<file path="config.mk">
export PLATFORM = sky130hd
export DESIGN_NAME = size_limit_line_parser_top_flat
export DESIGN_NICKNAME = d
export VERILOG_FILES = /design/src/hw/rtl/slp_pkg.sv /design/src/hw/rtl/slp_ifs.sv /design/src/hw/rtl/slp_heap.sv /design/src/hw/rtl/slp_parse.sv /design/src/hw/rtl/slp_eval.sv /design/src/hw/rtl/size_limit_line_parser_top.sv /design/src/flat_wrapper.sv
export SDC_FILE = /design/constraint.sdc
export NUM_CORES = 2
export LEC_CHECK = 0
export ABC_AREA = 1
export BUFFER_PORTS_ARGS = -buffer_cell sky130_fd_sc_hd__clkbuf_2
export CORE_ASPECT_RATIO = 1.5
export CORE_UTILIZATION = 60
export CTS_CLUSTER_SIZE = 24
export DETAILED_ROUTE_END_ITERATION = 6
export PLACE_DENSITY = 0.77
export SLEW_MARGIN = 20
export SYNTH_ARGS = -nofsm -noshare
export SYNTH_HDL_FRONTEND = slang
export SYNTH_SLANG_ARGS = --single-unit
</file>
<file path="constraint.sdc">
create_clock -name clk -period 12.2 [get_ports clk]
set_clock_uncertainty 0.2 [all_clocks]
set_input_delay 1.22 -clock clk [delete_from_list [all_inputs] [get_ports clk]]
set_output_delay 1.22 -clock clk [all_outputs]
set_load 0.01 [all_outputs]
</file>
<file path="src/hw/rtl/slp_pkg.sv">
`default_nettype none

package slp_pkg;

	// line buffer size in bytes, the held line is cut one byte short of it
	localparam int LINE_CAPACITY = 64;

	localparam int DATA_W  = 32;
	localparam int BYTE_W  = 8;
	localparam int QUOT_W  = 26;  // heap_total / 100 fits in 26 bits
	localparam int REM_W   = 7;   // heap_total % 100
	localparam int PCT_W   = 7;   // accepted percent values 0..100
	localparam int PROD2_W = 14;  // remainder times percent, at most 9900

	// ascii codes
	localparam logic [BYTE_W-1:0] CH_TAB  = 8'h09;
	localparam logic [BYTE_W-1:0] CH_LF   = 8'h0A;
	localparam logic [BYTE_W-1:0] CH_CR   = 8'h0D;
	localparam logic [BYTE_W-1:0] CH_SP   = 8'h20;
	localparam logic [BYTE_W-1:0] CH_PCT  = 8'h25;
	localparam logic [BYTE_W-1:0] CH_0    = 8'h30;
	localparam logic [BYTE_W-1:0] CH_9    = 8'h39;
	localparam logic [BYTE_W-1:0] CH_UA   = 8'h41;
	localparam logic [BYTE_W-1:0] CH_UZ   = 8'h5A;
	localparam logic [BYTE_W-1:0] CH_LG   = 8'h67;
	localparam logic [BYTE_W-1:0] CH_LK   = 8'h6B;
	localparam logic [BYTE_W-1:0] CH_LM   = 8'h6D;
	localparam logic [BYTE_W-1:0] CASE_BIT = 8'h20;

	localparam logic [DATA_W-1:0] PCT_MAX = 32'd100;

	// x / 100 == (x * RECIP_100) >> 37 for every 32-bit x
	localparam logic [31:0] RECIP_100 = 32'h51EB851F;
	localparam int RECIP_SH = 37;
	// y / 100 == (y * RECIP_SMALL) >> 19 for y below 43699
	localparam logic [12:0] RECIP_SMALL = 13'd5243;
	localparam int RECIP_SMALL_SH = 19;

	typedef enum logic [1:0] {
		PH_LEAD    = 2'd0,
		PH_DIGITS  = 2'd1,
		PH_TAIL    = 2'd2,
		PH_NODIGIT = 2'd3
	} phase_t;

	typedef enum logic [1:0] {
		ST_OK    = 2'd0,
		ST_BAD   = 2'd1,
		ST_RANGE = 2'd2
	} status_t;

	typedef enum logic [1:0] {
		UNIT_NONE = 2'd0,
		UNIT_K    = 2'd1,
		UNIT_M    = 2'd2,
		UNIT_G    = 2'd3
	} unit_t;

	// snapshot of a finished line
	typedef struct packed {
		logic              valid;
		phase_t            phase;
		logic              pct;
		logic [DATA_W-1:0] value;
		logic              ovf;
		logic              gram_ok;
		unit_t             unit;
	} fin_t;

	// derived heap constants
	typedef struct packed {
		logic [QUOT_W-1:0] quot;
		logic [REM_W-1:0]  rem;
	} heap_t;

	// one result word
	typedef struct packed {
		logic              valid;
		logic [DATA_W-1:0] limit;
		status_t           status;
	} res_t;

	function automatic logic is_space(input logic [BYTE_W-1:0] c);
		return (c == CH_SP) || ((c >= CH_TAB) && (c <= CH_CR));
	endfunction

	function automatic logic is_digit(input logic [BYTE_W-1:0] c);
		return (c >= CH_0) && (c <= CH_9);
	endfunction

endpackage

`default_nettype wire

</file>
<file path="src/hw/rtl/slp_ifs.sv">
`default_nettype none

// text byte channel
interface slp_in_if;
	logic                      valid;
	logic                      ready;
	logic [slp_pkg::BYTE_W-1:0] byte_value;

	modport source (output valid, output byte_value, input ready);
	modport sink (input valid, input byte_value, output ready);
endinterface

// parsed limit channel
interface slp_out_if;
	logic                      valid;
	logic                      ready;
	logic [slp_pkg::DATA_W-1:0] limit_bytes;
	logic [1:0]                status;

	modport source (output valid, output limit_bytes, output status, input ready);
	modport sink (input valid, input limit_bytes, input status, output ready);
endinterface

`default_nettype wire

</file>
<file path="src/hw/rtl/slp_heap.sv">
`default_nettype none

module slp_heap (
	input  wire logic                       clk,
	input  wire logic                       arst_n,
	input  wire logic                       cfg_we,
	input  wire logic [slp_pkg::DATA_W-1:0] cfg_wdata,
	output slp_pkg::heap_t                  heap
);

	logic [slp_pkg::DATA_W-1:0] heap_q;
	logic [slp_pkg::QUOT_W-1:0] quot_q;
	logic [slp_pkg::REM_W-1:0]  rem_q;
	logic [63:0]                recip_prod;
	logic [slp_pkg::DATA_W-1:0] quot_x100;

	// quotient by reciprocal multiply at write time
	assign recip_prod = 64'(cfg_wdata) * 64'(slp_pkg::RECIP_100);
	assign quot_x100  = 32'(quot_q) * 32'd100;

	always_ff @(posedge clk or negedge arst_n) begin
		if (!arst_n) begin
			heap_q <= '0;
			quot_q <= '0;
			rem_q  <= '0;
		end else begin
			if (cfg_we) begin
				heap_q <= cfg_wdata;
				quot_q <= recip_prod[slp_pkg::RECIP_SH +: slp_pkg::QUOT_W];
			end
			// remainder is registered from heap_q and quot_q once they have taken a write
			rem_q <= slp_pkg::REM_W'(heap_q - quot_x100);
		end
	end

	assign heap = '{quot: quot_q, rem: rem_q};

endmodule

`default_nettype wire

</file>
<file path="src/hw/rtl/slp_parse.sv">
`default_nettype none

module slp_parse #(
	parameter int LINE_CAPACITY = slp_pkg::LINE_CAPACITY
) (
	input  wire logic                       clk,
	input  wire logic                       arst_n,
	input  wire logic                       advance,
	input  wire logic                       valid_s1,
	input  wire logic [slp_pkg::BYTE_W-1:0] byte_s1,
	output slp_pkg::fin_t                   fin
);

	localparam int HW = $clog2(LINE_CAPACITY);
	localparam logic [HW-1:0] CUT_AT = HW'(LINE_CAPACITY - 1);

	logic [HW-1:0]              held_q,  b_held,  n_held;
	slp_pkg::phase_t            phase_q, b_phase, n_phase;
	logic [slp_pkg::DATA_W-1:0] acc_q,   b_acc,   n_acc;
	logic                       ovf_q,   b_ovf,   n_ovf;
	logic                       gram_q,  b_gram,  n_gram;
	logic                       pct_q,   b_pct,   n_pct;
	slp_pkg::unit_t             unit_q,  b_unit,  n_unit;

	logic                       cut;
	logic [slp_pkg::BYTE_W-1:0] low;
	logic [35:0]                acc_t;
	logic [slp_pkg::DATA_W-1:0] dig_acc;
	logic                       dig_ovf;

	// line end and cut detection, snapshot of the line being closed
	always_comb begin
		cut = (byte_s1 == slp_pkg::CH_LF) || (held_q == CUT_AT);
		fin.valid   = valid_s1 && cut && (phase_q != slp_pkg::PH_LEAD);
		fin.phase   = phase_q;
		fin.pct     = pct_q;
		fin.value   = acc_q;
		fin.ovf     = ovf_q;
		fin.gram_ok = gram_q;
		fin.unit    = unit_q;
	end

	// line state the byte is applied to
	always_comb begin
		if (cut) begin
			b_held  = '0;
			b_phase = slp_pkg::PH_LEAD;
			b_acc   = '0;
			b_ovf   = 1'b0;
			b_gram  = 1'b1;
			b_pct   = 1'b0;
			b_unit  = slp_pkg::UNIT_NONE;
		end else begin
			b_held  = held_q;
			b_phase = phase_q;
			b_acc   = acc_q;
			b_ovf   = ovf_q;
			b_gram  = gram_q;
			b_pct   = pct_q;
			b_unit  = unit_q;
		end
	end

	// digit accumulate, times ten plus digit, saturating
	always_comb begin
		acc_t   = ({4'b0, b_acc} << 3) + ({4'b0, b_acc} << 1) + {32'b0, byte_s1[3:0]};
		dig_ovf = (acc_t[35:32] != 4'b0);
		dig_acc = dig_ovf ? '1 : acc_t[31:0];
	end

	// next line state
	always_comb begin
		n_held  = b_held;
		n_phase = b_phase;
		n_acc   = b_acc;
		n_ovf   = b_ovf;
		n_gram  = b_gram;
		n_pct   = b_pct;
		n_unit  = b_unit;
		low     = byte_s1;
		if ((byte_s1 >= slp_pkg::CH_UA) && (byte_s1 <= slp_pkg::CH_UZ)) begin
			low = byte_s1 | slp_pkg::CASE_BIT;
		end
		if (byte_s1 != slp_pkg::CH_LF) begin
			n_held = b_held + 1'b1;
			if (slp_pkg::is_space(byte_s1)) begin
				if (b_phase == slp_pkg::PH_DIGITS) begin
					n_phase = slp_pkg::PH_TAIL;
				end
			end else begin
				n_pct = (byte_s1 == slp_pkg::CH_PCT);
				unique case (b_phase)
					slp_pkg::PH_LEAD: begin
						if (slp_pkg::is_digit(byte_s1)) begin
							n_phase = slp_pkg::PH_DIGITS;
							n_acc   = dig_acc;
							n_ovf   = b_ovf | dig_ovf;
						end else begin
							n_phase = slp_pkg::PH_NODIGIT;
						end
					end
					slp_pkg::PH_DIGITS: begin
						if (slp_pkg::is_digit(byte_s1)) begin
							n_acc = dig_acc;
							n_ovf = b_ovf | dig_ovf;
						end else begin
							n_phase = slp_pkg::PH_TAIL;
							if (low == slp_pkg::CH_LK) begin
								n_unit = slp_pkg::UNIT_K;
							end else if (low == slp_pkg::CH_LM) begin
								n_unit = slp_pkg::UNIT_M;
							end else if (low == slp_pkg::CH_LG) begin
								n_unit = slp_pkg::UNIT_G;
							end else begin
								n_gram = 1'b0;
							end
						end
					end
					slp_pkg::PH_TAIL: begin
						n_gram = 1'b0;
					end
					default: begin
						n_phase = b_phase;
					end
				endcase
			end
		end
	end

	always_ff @(posedge clk or negedge arst_n) begin
		if (!arst_n) begin
			held_q  <= '0;
			phase_q <= slp_pkg::PH_LEAD;
			acc_q   <= '0;
			ovf_q   <= 1'b0;
			gram_q  <= 1'b1;
			pct_q   <= 1'b0;
			unit_q  <= slp_pkg::UNIT_NONE;
		end else if (advance && valid_s1) begin
			held_q  <= n_held;
			phase_q <= n_phase;
			acc_q   <= n_acc;
			ovf_q   <= n_ovf;
			gram_q  <= n_gram;
			pct_q   <= n_pct;
			unit_q  <= n_unit;
		end
	end

endmodule

`default_nettype wire

</file>
<file path="src/hw/rtl/slp_eval.sv">
`default_nettype none

module slp_eval (
	input  wire logic           clk,
	input  wire logic           arst_n,
	input  wire logic           advance,
	input  wire slp_pkg::fin_t  fin,
	input  wire slp_pkg::heap_t heap,
	output slp_pkg::res_t       res
);

	// stage 2: line snapshot
	logic                       v_s2;
	slp_pkg::fin_t              fin_s2;

	// stage 3: status and partial products
	logic                        v_s3;
	slp_pkg::status_t            status_s3;
	logic                        pct_s3;
	logic [slp_pkg::DATA_W-1:0]  value_s3;
	slp_pkg::unit_t              unit_s3;
	logic [slp_pkg::DATA_W-1:0]  p1_s3;
	logic [slp_pkg::PROD2_W-1:0] p2_s3;

	slp_pkg::status_t            status;
	logic                        plain_ovf;
	logic [slp_pkg::PCT_W-1:0]   pct_val;
	logic [slp_pkg::DATA_W-1:0]  p1_full;
	logic [slp_pkg::PROD2_W-1:0] p2_full;
	logic [26:0]                 q_prod;
	logic [slp_pkg::DATA_W-1:0]  pct_limit;
	logic [slp_pkg::DATA_W-1:0]  plain_limit;

	// status decision
	always_comb begin
		plain_ovf = fin_s2.ovf;
		case (fin_s2.unit)
			slp_pkg::UNIT_K: plain_ovf = fin_s2.ovf || (fin_s2.value[31:22] != '0);
			slp_pkg::UNIT_M: plain_ovf = fin_s2.ovf || (fin_s2.value[31:12] != '0);
			slp_pkg::UNIT_G: plain_ovf = fin_s2.ovf || (fin_s2.value[31:2] != '0);
			default:         plain_ovf = fin_s2.ovf;
		endcase
		if (fin_s2.phase == slp_pkg::PH_NODIGIT) begin
			status = slp_pkg::ST_BAD;
		end else if (fin_s2.pct) begin
			status = (fin_s2.ovf || (fin_s2.value > slp_pkg::PCT_MAX)) ?
				slp_pkg::ST_RANGE : slp_pkg::ST_OK;
		end else if (!fin_s2.gram_ok) begin
			status = slp_pkg::ST_BAD;
		end else begin
			status = plain_ovf ? slp_pkg::ST_RANGE : slp_pkg::ST_OK;
		end
	end

	// heap*v/100 split as quot*v + rem*v/100
	always_comb begin
		pct_val = fin_s2.value[slp_pkg::PCT_W-1:0];
		p1_full = slp_pkg::DATA_W'(heap.quot) * slp_pkg::DATA_W'(pct_val);
		p2_full = slp_pkg::PROD2_W'(heap.rem) * slp_pkg::PROD2_W'(pct_val);
	end

	// final limit
	always_comb begin
		q_prod    = 27'(p2_s3) * 27'(slp_pkg::RECIP_SMALL);
		pct_limit = p1_s3 + 32'(q_prod[26:slp_pkg::RECIP_SMALL_SH]);
		case (unit_s3)
			slp_pkg::UNIT_K: plain_limit = {value_s3[21:0], 10'b0};
			slp_pkg::UNIT_M: plain_limit = {value_s3[11:0], 20'b0};
			slp_pkg::UNIT_G: plain_limit = {value_s3[1:0], 30'b0};
			default:         plain_limit = value_s3;
		endcase
		res.valid  = v_s3;
		res.status = status_s3;
		if (status_s3 != slp_pkg::ST_OK) begin
			res.limit = '0;
		end else if (pct_s3) begin
			res.limit = pct_limit;
		end else begin
			res.limit = plain_limit;
		end
	end

	always_ff @(posedge clk or negedge arst_n) begin
		if (!arst_n) begin
			v_s2 <= 1'b0;
			v_s3 <= 1'b0;
		end else if (advance) begin
			v_s2 <= fin.valid;
			v_s3 <= v_s2;
		end
	end

	always_ff @(posedge clk) begin
		if (advance) begin
			fin_s2    <= fin;
			status_s3 <= status;
			pct_s3    <= fin_s2.pct;
			value_s3  <= fin_s2.value;
			unit_s3   <= fin_s2.unit;
			p1_s3     <= p1_full;
			p2_s3     <= p2_full;
		end
	end

endmodule

`default_nettype wire

</file>
<file path="src/hw/rtl/size_limit_line_parser_top.sv">
`default_nettype none

// channel  | dir | payload                      | handshake
// ---------+-----+------------------------------+-------------
// in_ch    | in  | byte_value[7:0]              | valid/ready
// out_ch   | out | limit_bytes[31:0], status[1:0] | valid/ready
// cfg      | in  | cfg_wdata[31:0] (heap_total) | cfg_we
//
// one text byte per cycle unless out_ch holds a result; a line result goes
// through input reg, parse, multiply and sum after the byte that closes it
// the multiply by ten of the digit accumulator sets the parse stage path
// arst_n clears the line state to empty and heap_total to zero
// a result held on out_ch stalls the whole pipeline, in_ch.ready follows it

module size_limit_line_parser_top #(
	parameter int LINE_CAPACITY = slp_pkg::LINE_CAPACITY
) (
	input  wire logic                       clk,
	input  wire logic                       arst_n,
	slp_in_if.sink                          in_ch,
	slp_out_if.source                       out_ch,
	input  wire logic                       cfg_we,
	input  wire logic [slp_pkg::DATA_W-1:0] cfg_wdata
);

	logic                       advance;
	logic                       v_s1;
	logic [slp_pkg::BYTE_W-1:0] byte_s1;
	logic                       out_v_q;
	logic [slp_pkg::DATA_W-1:0] limit_q;
	slp_pkg::status_t           status_q;
	slp_pkg::fin_t              fin;
	slp_pkg::heap_t             heap;
	slp_pkg::res_t              res;

	// pipeline moves unless the output word is held
	assign advance     = !out_v_q || out_ch.ready;
	assign in_ch.ready = advance;

	// input register
	always_ff @(posedge clk or negedge arst_n) begin
		if (!arst_n) begin
			v_s1 <= 1'b0;
		end else if (advance) begin
			v_s1 <= in_ch.valid;
		end
	end

	always_ff @(posedge clk) begin
		if (advance) begin
			byte_s1 <= in_ch.byte_value;
		end
	end

	slp_heap u_heap (
		.clk       (clk),
		.arst_n    (arst_n),
		.cfg_we    (cfg_we),
		.cfg_wdata (cfg_wdata),
		.heap      (heap)
	);

	slp_parse #(
		.LINE_CAPACITY (LINE_CAPACITY)
	) u_parse (
		.clk      (clk),
		.arst_n   (arst_n),
		.advance  (advance),
		.valid_s1 (v_s1),
		.byte_s1  (byte_s1),
		.fin      (fin)
	);

	slp_eval u_eval (
		.clk     (clk),
		.arst_n  (arst_n),
		.advance (advance),
		.fin     (fin),
		.heap    (heap),
		.res     (res)
	);

	// output register
	always_ff @(posedge clk or negedge arst_n) begin
		if (!arst_n) begin
			out_v_q <= 1'b0;
		end else if (advance) begin
			out_v_q <= res.valid;
		end
	end

	always_ff @(posedge clk) begin
		if (advance) begin
			limit_q  <= res.limit;
			status_q <= res.status;
		end
	end

	assign out_ch.valid       = out_v_q;
	assign out_ch.limit_bytes = limit_q;
	assign out_ch.status      = status_q;

endmodule

`default_nettype wire

</file>
<file path="src/flat_wrapper.sv">
// flat-port wrapper written by rule: the top's interface ports become plain ports
module size_limit_line_parser_top_flat 
#(
	parameter int LINE_CAPACITY = slp_pkg::LINE_CAPACITY
)
  (clk, arst_n, cfg_we, cfg_wdata, in_ch_valid, in_ch_byte_value, in_ch_ready, out_ch_valid, out_ch_limit_bytes, out_ch_status, out_ch_ready);
  slp_in_if in_ch_i ();
  slp_out_if out_ch_i ();
  input  wire logic clk;
  input  wire logic arst_n;
  input  wire logic cfg_we;
  input  wire logic [slp_pkg::DATA_W-1:0] cfg_wdata;
  input wire logic [$bits(in_ch_i.valid)-1:0] in_ch_valid;
  input wire logic [$bits(in_ch_i.byte_value)-1:0] in_ch_byte_value;
  output wire logic [$bits(in_ch_i.ready)-1:0] in_ch_ready;
  output wire logic [$bits(out_ch_i.valid)-1:0] out_ch_valid;
  output wire logic [$bits(out_ch_i.limit_bytes)-1:0] out_ch_limit_bytes;
  output wire logic [$bits(out_ch_i.status)-1:0] out_ch_status;
  input wire logic [$bits(out_ch_i.ready)-1:0] out_ch_ready;
  assign in_ch_i.valid = in_ch_valid;
  assign in_ch_i.byte_value = in_ch_byte_value;
  assign in_ch_ready = in_ch_i.ready;
  assign out_ch_valid = out_ch_i.valid;
  assign out_ch_limit_bytes = out_ch_i.limit_bytes;
  assign out_ch_status = out_ch_i.status;
  assign out_ch_i.ready = out_ch_ready;
  size_limit_line_parser_top #(.LINE_CAPACITY(LINE_CAPACITY)) u_core (.clk(clk), .arst_n(arst_n), .in_ch(in_ch_i), .out_ch(out_ch_i), .cfg_we(cfg_we), .cfg_wdata(cfg_wdata));
endmodule
</file>
==> results_dict.tcl <==
set metrics [dict create \
    design.die.area_um2 72500 \
    count_of_different_cell_masters_after_synthesis 60 \
    first_global_vias 35600 \
    cap_violations 0 \
    timing.critical_path.max_delay_family "adder cells" \
    synth_seq_area_share_pct 16.7 \
    synth_edf_count 164 \
    holdCritPathClass "flop to flop" \
    cts_setup_buffers 0 \
    routabilityCongestion 1.04 \
    cts_resized 0 \
    finalSetupViolCount 0 \
    grt_pass1_wl_um 191000 \
    clk_root_buffer_cell "sky130_fd_sc_hd__clkbuf_16" \
    flow.area_growth_from_synthesis_pct 4.85 \
    iter_0_drt_violations 1889 \
    start_util_pct 60.8 \
    failed_checks "design-rule violations" \
    detailroute.via_count 33400 \
    antenna_found_initial 0 \
    grt_setup_unrepaired "false" \
    fmaxAchievable_mhz 129 \
    clock_tree.buffer_depth 3 \
    synth_top_flop_cell "sky130_fd_sc_hd__edfxtp_1" \
    dp_worst_setup_slack_ns 3.95 \
    viasPerCell 5.56 \
    gr-total-overflow 0 \
    tightestPinTransition_ns 1.14 \
    layout.cells.most_common "sky130_fd_sc_hd__inv_1" \
    hold_violations 0 \
    ys_ff_latch 253 \
    run_status "complete, but fails checks" \
    drv_slew 0 \
    criticalPathCategory "input pin to flop" \
    totalWireLength_um 123000 \
    die_x_um 220 \
    setup_ws_ns 4.42 \
    postSynthCellCount 5065 \
    proportion_of_netlist_area_held_by_the_largest_area_contributor_pct 28.0 \
    detailedRoute.firstPassIterationCount 7 \
    start_kind "input pin" \
    number_of_input_and_output_port_buffers_inserted 80 \
    clock_latency_ns 0.58 \
    final_cycle_share_pct 63.8 \
    cpPeakStageDelay_ns 0.62 \
    drc_errors 16 \
    mean_instance_size_in_the_synthesized_netlist_um2 8.45 \
    clock_tree_from_tritoncts "built" \
    post-route-min-period_ns 7.78 \
    cp_num_buf_inv 8 \
    ys.warnings.count 0 \
    num-nets-final 6382 \
    endpoint_kind "flop" \
    maxSlewHeadroom_pct 24.1 \
    post-synth-top-area-cell "sky130_fd_sc_hd__fa_1" \
    final.setup.tns_ns 0 \
    commonest_non_fill_non_tap_cells_in_the_layout "1283 x sky130_fd_sc_hd__inv_1, 959 x sky130_fd_sc_hd__nand2_1, 651 x sky130_fd_sc_hd__ha_1" \
    grt_max_degree 72 \
    route.antenna.remaining_nets 0 \
    floorplan.core_area_um2 70400 \
    post_synth_main_area_contributors "sky130_fd_sc_hd__fa_1 28%, sky130_fd_sc_hd__ha_1 19%, sky130_fd_sc_hd__edfxtp_1 12%, sky130_fd_sc_hd__inv_1 11%, sky130_fd_sc_hd__nand2_1 8.4%" \
    clk_pin_slew_ns 0.07 \
    layout-drive-gt1-share_pct 3.58 \
    ctsHoldBuffers 0 \
    post-dp-hpwl_um 106000 \
    synth_async_sr_flop_share_pct 35.2 \
    timing.critical_path.fanout_max 8 \
    slowest_stage "sky130_fd_sc_hd__fa_1" \
    post_drt_wl_per_cell_um 20.5 \
    antenna_cells_inserted 0 \
    top_level_ports 81 \
    htree_num_levels 1 \
    cts.sink_count 253 \
    die_y_um 329 \
    worst-endpoint-arrival_ns 8.05 \
    core.rowCount 119 \
    grt_use_total_pct 35.3 \
    required_ns 12.47 \
    synthesis.area_um2 42800 \
    synthesis.nets 6359 \
    cts_buffers 25 \
]
synth_stat cells, types with 3 or more instances:
library cell	count
sky130_fd_sc_hd__clkbuf_2	16
sky130_fd_sc_hd__ha_1	651
sky130_fd_sc_hd__o21a_1	7
sky130_fd_sc_hd__xor2_1	70
sky130_fd_sc_hd__o2111ai_1	4
sky130_fd_sc_hd__nor2_2	5
sky130_fd_sc_hd__a31oi_1	17
sky130_fd_sc_hd__buf_2	9
sky130_fd_sc_hd__nor2_1	286
sky130_fd_sc_hd__or2_2	5
sky130_fd_sc_hd__edfxtp_1	164
sky130_fd_sc_hd__clkbuf_1	64
sky130_fd_sc_hd__xnor2_1	42
sky130_fd_sc_hd__dfrtp_1	88
sky130_fd_sc_hd__buf_1	3
sky130_fd_sc_hd__inv_2	5
sky130_fd_sc_hd__o21bai_1	21
sky130_fd_sc_hd__a21boi_0	11
sky130_fd_sc_hd__inv_1	1284
sky130_fd_sc_hd__nor2_4	6
sky130_fd_sc_hd__o221ai_1	3
sky130_fd_sc_hd__o211ai_1	11
sky130_fd_sc_hd__o21ai_0	168
sky130_fd_sc_hd__a21o_1	22
sky130_fd_sc_hd__nand3b_1	17
sky130_fd_sc_hd__nor3_1	41
sky130_fd_sc_hd__nand2_1	959
sky130_fd_sc_hd__fa_1	598
sky130_fd_sc_hd__nand4_1	42
sky130_fd_sc_hd__nand3_1	146
sky130_fd_sc_hd__and3_1	5
sky130_fd_sc_hd__o21ai_1	3
sky130_fd_sc_hd__o22ai_1	8
sky130_fd_sc_hd__nor4_1	19
sky130_fd_sc_hd__nand3_2	4
sky130_fd_sc_hd__a21oi_1	213
sky130_fd_sc_hd__and2_1	3
sky130_fd_sc_hd__nand2_2	12
per-stage QoR:
stage,utilization [%],std cells,cell area (um^2),hold WS (ns)
finish,63.8,6014,44900,0.214
global route,63.8,6014,44900,0.231
CTS,63.7,6014,44900,0.206
detailed placement,62.5,5968,44000,0.191
global placement,62.5,5968,44000,0.194
floorplan,-,5065,42800,0.154
area by class of cell:
type	instances	area, um^2
multi-input cells	3424	30400
flip-flops and latches	253	7150
clock inverters	17	199
fillers	6211	25500
repair buffers	92	493
inverters	1292	4860
clock buffers	29	651
well taps	907	1130
metal layers:
metal | up-vias | part of all wire, % | global-route usage (%)
li1 | 15700 | - | -
met2 | 979 | 53 | 65.8
met5 | - | 0 | 0
met1 | 16300 | 33 | 34.3
met4 | 0 | 11 | 31.1
met3 | 432 | 3.4 | 3.19
registers in the layout (all words and copies together) (netlist names), 8 cells and up:
signal / flops
u_core.byte_s1: 8
u_core.out_ch.limit_bytes: 32
u_core.u_eval.fin_s2: 39
u_core.u_eval.p1_s3: 32
u_core.u_eval.p2_s3: 14
u_core.u_eval.value_s3: 32
u_core.u_heap.quot_q: 26
u_core.u_parse.acc_q: 32
cells by family (layout without fill, tap and decap cells):
kind of cell,after synthesis,count (layout),share of synthesized area (%)
simple gates,1556,1556,15.1
buf+inv,1388,1430,12.3
fa+ha+maj,1249,1249,47.0
compound gates,507,507,6.63
flops,253,253,16.7
xor+xnor,112,112,2.29
final timing paths:
path                       slack, ns  depth (start not counted)               startpoint                             to
min reg2reg                     0.21                          0  u_core.u_heap.heap_q[1]         u_core.u_heap.rem_q[1]
max                             4.42                         28             cfg_wdata[4]       u_core.u_heap.quot_q[13]
min                             0.21                          0  u_core.u_heap.heap_q[1]         u_core.u_heap.rem_q[1]
max reg2reg                     5.24                         26  u_core.u_eval.p2_s3[11]  u_core.out_ch.limit_bytes[29]
min in group asynchronous       0.43                          1                   arst_n                    u_core.v_s1
max in group asynchronous      10.17                          2                   arst_n        u_core.u_heap.heap_q[1]
Power is not shown: default switching activity piles up to over one toggle a cycle in this logic, so the estimate is an artifact.
